===== src/hw/rtl/ahc_pkg.sv =====
// Package: shared types and constants of the adjacent hit clusterer.
`default_nettype none

package ahc_pkg;

  // Field widths
  localparam int unsigned ChanW  = 6;
  localparam int unsigned SizeW  = 7;
  localparam int unsigned ModeW  = 2;
  localparam int unsigned CfgIdxW = 2;
  localparam int unsigned CfgDataW = 7;

  // Default number of channels
  localparam int unsigned AhcChannels = 64;

  // Configuration register indexes
  localparam logic [CfgIdxW-1:0] CFG_CLUSTER_MODE = 2'd0;
  localparam logic [CfgIdxW-1:0] CFG_MAX_WIDTH    = 2'd1;

  // Cluster mode codes (code three acts as contiguous)
  localparam logic [ModeW-1:0] MODE_NONE       = 2'd0;
  localparam logic [ModeW-1:0] MODE_CONTIGUOUS = 2'd1;
  localparam logic [ModeW-1:0] MODE_ISOLATED   = 2'd2;

  // Input action codes
  localparam logic ACT_HIT = 1'b0;
  localparam logic ACT_END = 1'b1;

  // Reset values of the configuration registers
  localparam logic [ModeW-1:0] MODE_RESET      = MODE_CONTIGUOUS;
  localparam logic [SizeW-1:0] MAX_WIDTH_RESET = 7'd2;

  typedef struct packed {
    logic             action;
    logic [ChanW-1:0] channel;
  } in_item_t;

  typedef struct packed {
    logic [ChanW-1:0] first_channel;
    logic [SizeW-1:0] cluster_size;
    logic             last_of_run;
  } out_item_t;

  // Controller to datapath
  typedef struct packed {
    logic accept;   // take the input transaction
    logic advance;  // output transaction taken, step to next result
  } ahc_cmd_t;

  // Datapath to controller
  typedef struct packed {
    logic has_result;  // the presented input produces at least one result
    logic more;        // further split results remain after the current one
  } ahc_sts_t;

endpackage

`default_nettype wire


===== src/hw/rtl/ahc_ctrl.sv =====
// Controller: sequences input acceptance and result delivery.
`default_nettype none

module ahc_ctrl
  import ahc_pkg::*;
(
  input  wire logic     clk_i,
  input  wire logic     rst_ni,
  input  wire logic     in_valid_i,
  output logic          in_stall_o,
  output logic          out_valid_o,
  input  wire logic     out_stall_i,
  input  wire ahc_sts_t sts_i,
  output ahc_cmd_t      cmd_o
);

  typedef enum logic {
    ST_IDLE,
    ST_EMIT
  } state_e;

  state_e state_q;

  // Commands from current state and handshakes
  always_comb begin
    cmd_o.accept  = (state_q == ST_IDLE) && in_valid_i;
    cmd_o.advance = (state_q == ST_EMIT) && !out_stall_i;
  end

  assign in_stall_o  = (state_q != ST_IDLE);
  assign out_valid_o = (state_q == ST_EMIT);

  // State register
  always_ff @(posedge clk_i or negedge rst_ni) begin
    if (!rst_ni) begin
      state_q <= ST_IDLE;
    end else begin
      case (state_q)
        ST_IDLE: begin
          if (in_valid_i && sts_i.has_result) state_q <= ST_EMIT;
        end
        ST_EMIT: begin
          if (!out_stall_i && !sts_i.more) state_q <= ST_IDLE;
        end
        default: state_q <= ST_IDLE;
      endcase
    end
  end

endmodule

`default_nettype wire


===== src/hw/rtl/ahc_datapath.sv =====
// Datapath: configuration, open cluster state and the result register.
`default_nettype none

module ahc_datapath
  import ahc_pkg::*;
#(
  parameter int unsigned Channels = AhcChannels
) (
  input  wire logic                clk_i,
  input  wire logic                rst_ni,
  input  wire logic                cfg_valid_i,
  input  wire logic [CfgIdxW-1:0]  cfg_index_i,
  input  wire logic [CfgDataW-1:0] cfg_data_i,
  input  wire in_item_t            in_data_i,
  input  wire ahc_cmd_t            cmd_i,
  output ahc_sts_t                 sts_o,
  output out_item_t                out_data_o
);

  // Configuration
  logic [ModeW-1:0] mode_q;
  logic [SizeW-1:0] max_width_q;

  // Open cluster
  logic             open_q, open_d;
  logic [ChanW-1:0] first_q, first_d;
  logic [ChanW-1:0] prev_q, prev_d;

  // Result register and split counter
  logic [ChanW-1:0] out_first_q, out_first_d;
  logic [SizeW-1:0] out_size_q, out_size_d;
  logic             out_last_q, out_last_d;
  logic [SizeW-1:0] rem_q, rem_d;

  logic             is_end, in_range, join_hit, single_hit, close_now, split;
  logic [SizeW-1:0] size_w;
  logic [SizeW-1:0] prev_inc;

  // Decode of the presented input against the open cluster
  always_comb begin
    is_end     = (in_data_i.action == ACT_END);
    in_range   = ({1'b0, in_data_i.channel} < SizeW'(Channels));
    prev_inc   = {1'b0, prev_q} + SizeW'(1);
    join_hit   = open_q && ({1'b0, in_data_i.channel} == prev_inc);
    single_hit = !is_end && in_range && (mode_q == MODE_NONE);
    close_now  = is_end ? open_q
                        : (in_range && (mode_q != MODE_NONE) && open_q && !join_hit);
    size_w     = {1'b0, ChanW'(prev_q - first_q)} + SizeW'(1);
    split      = (mode_q == MODE_ISOLATED) && (size_w > max_width_q);
  end

  assign sts_o.has_result = single_hit || close_now;
  assign sts_o.more       = (rem_q != '0);

  // Next values of cluster state and result register
  always_comb begin
    open_d      = open_q;
    first_d     = first_q;
    prev_d      = prev_q;
    out_first_d = out_first_q;
    out_size_d  = out_size_q;
    out_last_d  = out_last_q;
    rem_d       = rem_q;
    if (cmd_i.accept) begin
      if (single_hit) begin
        out_first_d = in_data_i.channel;
        out_size_d  = SizeW'(1);
        out_last_d  = 1'b1;
        rem_d       = '0;
      end else if (close_now) begin
        out_first_d = first_q;
        if (split) begin
          out_size_d = SizeW'(1);
          out_last_d = (size_w == SizeW'(1));
          rem_d      = size_w - SizeW'(1);
        end else begin
          out_size_d = size_w;
          out_last_d = 1'b1;
          rem_d      = '0;
        end
      end
      // Cluster bookkeeping
      if (is_end) begin
        open_d = 1'b0;
      end else if (in_range && (mode_q != MODE_NONE)) begin
        if (join_hit) begin
          prev_d = in_data_i.channel;
        end else begin
          open_d  = 1'b1;
          first_d = in_data_i.channel;
          prev_d  = in_data_i.channel;
        end
      end
    end else if (cmd_i.advance && (rem_q != '0)) begin
      // Next single-hit result of a split cluster
      out_first_d = out_first_q + ChanW'(1);
      out_size_d  = SizeW'(1);
      out_last_d  = (rem_q == SizeW'(1));
      rem_d       = rem_q - SizeW'(1);
    end
  end

  // Control and configuration registers
  always_ff @(posedge clk_i or negedge rst_ni) begin
    if (!rst_ni) begin
      mode_q      <= MODE_RESET;
      max_width_q <= MAX_WIDTH_RESET;
      open_q      <= 1'b0;
      first_q     <= '0;
      prev_q      <= '0;
      rem_q       <= '0;
    end else begin
      if (cfg_valid_i) begin
        case (cfg_index_i)
          CFG_CLUSTER_MODE: mode_q      <= cfg_data_i[ModeW-1:0];
          CFG_MAX_WIDTH:    max_width_q <= cfg_data_i[SizeW-1:0];
          default:          ;
        endcase
      end
      open_q  <= open_d;
      first_q <= first_d;
      prev_q  <= prev_d;
      rem_q   <= rem_d;
    end
  end

  // Result payload
  always_ff @(posedge clk_i) begin
    out_first_q <= out_first_d;
    out_size_q  <= out_size_d;
    out_last_q  <= out_last_d;
  end

  assign out_data_o.first_channel = out_first_q;
  assign out_data_o.cluster_size  = out_size_q;
  assign out_data_o.last_of_run   = out_last_q;

endmodule

`default_nettype wire


===== src/hw/rtl/adjacent_hit_clusterer.sv =====
// Top level: adjacent hit clusterer, controller plus datapath.
//
//  channel | direction | handshake                | payload
//  --------+-----------+--------------------------+--------------------------
//  input   | in        | in_valid_i / in_stall_o  | in_data_i  (in_item_t)
//  output  | out       | out_valid_o / out_stall_i| out_data_o (out_item_t)
//  config  | in        | cfg_valid_i / cfg_ready_o| cfg_index_i, cfg_data_i
//
// An input transaction without results is just accepted; one that yields
// results is accepted, then its results go out in turn. A split cluster
// yields one result per cycle while out_stall_i is low, set by the split
// counter. Input is stalled while results are pending. Reset is
// asynchronous, leaves no cluster open, mode contiguous, max width two.
`default_nettype none

module adjacent_hit_clusterer
  import ahc_pkg::*;
#(
  parameter int unsigned Channels = AhcChannels
) (
  input  wire logic                clk_i,
  input  wire logic                rst_ni,
  input  wire logic                in_valid_i,
  output logic                     in_stall_o,
  input  wire in_item_t            in_data_i,
  output logic                     out_valid_o,
  input  wire logic                out_stall_i,
  output out_item_t                out_data_o,
  input  wire logic                cfg_valid_i,
  output logic                     cfg_ready_o,
  input  wire logic [CfgIdxW-1:0]  cfg_index_i,
  input  wire logic [CfgDataW-1:0] cfg_data_i
);

  ahc_cmd_t cmd;
  ahc_sts_t sts;

  // Register writes are always taken
  assign cfg_ready_o = 1'b1;

  ahc_ctrl u_ctrl (
    .clk_i       (clk_i),
    .rst_ni      (rst_ni),
    .in_valid_i  (in_valid_i),
    .in_stall_o  (in_stall_o),
    .out_valid_o (out_valid_o),
    .out_stall_i (out_stall_i),
    .sts_i       (sts),
    .cmd_o       (cmd)
  );

  ahc_datapath #(
    .Channels (Channels)
  ) u_datapath (
    .clk_i       (clk_i),
    .rst_ni      (rst_ni),
    .cfg_valid_i (cfg_valid_i),
    .cfg_index_i (cfg_index_i),
    .cfg_data_i  (cfg_data_i),
    .in_data_i   (in_data_i),
    .cmd_i       (cmd),
    .sts_o       (sts),
    .out_data_o  (out_data_o)
  );

endmodule

`default_nettype wire


===== config.mk =====
export PLATFORM = sky130hd
export DESIGN_NAME = adjacent_hit_clusterer
export DESIGN_NICKNAME = d
export VERILOG_FILES = /design/src/hw/rtl/ahc_pkg.sv /design/src/hw/rtl/ahc_ctrl.sv /design/src/hw/rtl/ahc_datapath.sv /design/src/hw/rtl/adjacent_hit_clusterer.sv
export SDC_FILE = /design/constraint.sdc
export NUM_CORES = 1
export LEC_CHECK = 0
export BUFFER_PORTS_ARGS = -buffer_cell sky130_fd_sc_hd__buf_2
export CAP_MARGIN = 20
export CORE_ASPECT_RATIO = 2
export CORE_MARGIN = 8
export CORE_UTILIZATION = 40
export CTS_CLUSTER_DIAMETER = 30
export DETAILED_ROUTE_END_ITERATION = 6
export PLACE_DENSITY_LB_ADDON = 0.12
export SKIP_CTS_REPAIR_TIMING = 1
export SYNTH_ARGS = -nofsm -noshare
export SYNTH_HDL_FRONTEND = slang
export SYNTH_SLANG_ARGS = --single-unit

===== constraint.sdc =====
create_clock -name clk_i -period 4.9 [get_ports clk_i]
set_input_delay 0.245 -clock clk_i [delete_from_list [all_inputs] [get_ports clk_i]]
set_output_delay 0.245 -clock clk_i [all_outputs]
set_load 0.01 [all_outputs]

==> run metrics <==
die width=77.4 microns; Main synth FF type=dfrtp_1; Die Height=139 microns; Top delay family on crit path=compound AO/OA/AOI/OAI gates; Synth Warn #=0; Clk Latency, worst-skew pair=290 ps; number of vias per cell=5.34; Routed WL per cell=15.8 microns; clock net sink count=44; Starting DRT DRC Count=120; startpoint types=flop; flops & latches, synth=44; P&R area growth vs syn=14.4%; Residual DRC=0; most frequent cells in the layout=36 x buf_2, 28 x dfrtp_1, 22 x inv_1; Slew Viols, Final=0; type of the most critical hold path=primary input to async pin; diode count=0; Fmax=0.250 GHz; Hold Fails Final Rpt=0; Final ANT Viol Nets=0; Die ar.=0.0107 sq mm; total grt overflow=0; # port buffers=36; Seq/Total Area, Yosys=38.9%; Slew @ Worst Pin=1010 ps; WP data arrival=4170 ps; period utilisation layout=81.6%; Setup Skew=4.42 ps; Initial Utilization=40.6%; final setup vio count=0; RSZ-0062 raised after global routing=false; Nets=382; initial antenna violation count=0; setup TNS=0 ps; Sequential Area=0.00117 sq mm; Routed WL=6890 microns; GRT Overall Usage=13.4%; CTS tree=done; vias in the first global route=2,433; Top-Level Pins=38; Post-Syn Nets=346; required time of the critical path=5080 ps; Rel. slew slack=32.3%; Post-Syn Instances=304; area occupied by multi-input gates=0.00171 sq mm; area leader, netlist=dfrtp_1; max-cap check violation count=0; CTS clock-pin slew for the worst setup and hold paths=60 ps; crit path cell chain=inv_1 -> ha_1 -> inv_1 -> fa_1 -> a21o_1 -> a21oi_1 -> xnor2_1 -> and3_1 -> xnor2_1 -> ha_1 -> a211oi_1 -> o21bai_1 -> or2_2 -> o211a_1 -> a21oi_1 -> a31oi_1 -> o22a_1; Post-DP HPWL=5350 microns; kind of end point of the critical path=flop; Post-synth EDFFs=14; largest net degree at the start of global routing=31; commonest non-fill, non-tap cell in the layout=buf_2; Root Buffer=clkbuf_16; num rows=45; total number of vias=2,322; Post-Syn Area=0.00302 sq mm; Crit Path Max Fanout=7; maximum clock path buffer count=2; fillers=756; CTS Buf Count=5; Buf+Inv Stages, Crit Path=2; H-tree depth=2; Setup Crit Path Kind=flop to flop; highest-delay cell along the critical path=dfrtp_1; status=finished, final reports clean; routability cong.=0.908; Synth area leaders=dfrtp_1 23%, edfxtp_1 14%, ha_1 8.3%; Synth top area share=23.2%; post-synthesis cell type count=58; first-pass GRT wire length=11,800 microns; 1st-pass router iterations=4; syn_area_per_cell=9.92 sq um; share of cells above drive strength 1=22.0%; max incr delay on CP=430 ps; Core ar.=0.00743 sq mm; Async SR Flop Fraction=68.2%; fin crit period=4000 ps
## through the flow
step | utilization, % | cells | worst slack [ps] | cell area, sq um | hold WS [ps]
global route | 46.4 | 435 | 560 | 3450 | 71.2
global placement | 44.2 | 427 | 1070 | 3290 | 342
CTS | 46.4 | 435 | 928 | 3450 | 27.1
finish | 46.4 | 435 | 903 | 3450 | 8.64
floorplan | - | 304 | 1360 | 3020 | -50.6
detailed placement | 44.2 | 427 | 961 | 3290 | 338
## worst reg2reg max path, cell delays in order, from the launching register on
cell and delay, ps:
dfrtp_1 430, inv_1 90, ha_1 170, inv_1 60, fa_1 420, a21o_1 190, a21oi_1 170, xnor2_1 290
and3_1 340, xnor2_1 130, ha_1 260, a211oi_1 260, o21bai_1 120, or2_2 300, o211a_1 190, a21oi_1 170
a31oi_1 70, o22a_1 210
## state kept, by name (all words and copies together), names as in the netlist
register	flops
u_datapath.out_size_q	7
u_datapath.first_q	6
u_datapath.out_last_q	1
u_datapath.open_q	1
u_datapath.max_width_q	7
u_ctrl.in_stall_o	1
u_datapath.rem_q	7
u_datapath.prev_q	6
u_datapath.out_first_q	6
u_datapath.mode_q	2
## cell families (layout without fill, tap and decap cells)
logic type,count (synthesis),after routing,share of synthesized area (%)
mux,25,25,9.05
other cells,1,1,0.124
compound gates,65,65,15.1
simple gates,92,92,16.0
fa+ha+maj,21,21,8.96
buf+inv,32,69,4.40
flops,44,44,38.9
xor+xnor,24,24,7.43
## layout make-up
class                      instances  area share (%)
clock buffer                       6            3.73
clock inverter                     2            1.02
inverter                          23            2.50
multi-input combinational        228            49.7
sequential                        44            34.0
tap                               94            3.41
timing repair buffer              38            5.66
## cell usage after synthesis, drive strengths merged, types with 2 or more instances
cell / number
a211oi: 5
a21oi: 16
a311oi: 3
a31oi: 4
and3: 4
buf: 4
clkbuf: 5
dfrtp: 28
dfstp: 2
edfxtp: 14
ha: 20
inv: 23
mux2: 18
mux2i: 7
nand2: 19
nand2b: 3
nand3: 10
nand3b: 3
nand4: 7
nor2: 19
nor2b: 7
nor3: 7
nor4: 3
o211ai: 4
o21ai: 14
o21bai: 3
o22ai: 2
o31ai: 2
or2: 2
or3: 3
xnor2: 17
xor2: 6
## path summary, 6_finish.rpt
check / slack, ps / start / end / cells past startpoint
max: 900 / u_datapath.prev_q[0]$_DFFE_PN0P_ / u_datapath.rem_q[2]$_DFFE_PN0P_ / 17
min: 9 / rst_ni / u_datapath.max_width_q[4]$_DFFE_PN0P_ / 1
max reg2reg: 900 / u_datapath.prev_q[0]$_DFFE_PN0P_ / u_datapath.rem_q[2]$_DFFE_PN0P_ / 17
min reg2reg: 500 / u_datapath.max_width_q[5]$_DFFE_PN0P_ / u_datapath.max_width_q[5]$_DFFE_PN0P_ / 1
max in group asynchronous: 4440 / rst_ni / u_datapath.prev_q[3]$_DFFE_PN0P_ / 1
min in group clk_i: 190 / cfg_data_i[3] / u_datapath.max_width_q[3]$_DFFE_PN0P_ / 2
## layer usage
metal  up-vias  global-route usage, %  wire length [microns]
met3         6                   2.34                    250
met2        42                   22.8                   3530
met5         -                      0                      0
li1       1177                      -                      -
met1      1097                   16.0                   2980
met4         0                   6.01                    125
Power is not shown: default switching activity piles up to over one toggle a cycle in this logic, so the estimate is an artifact.
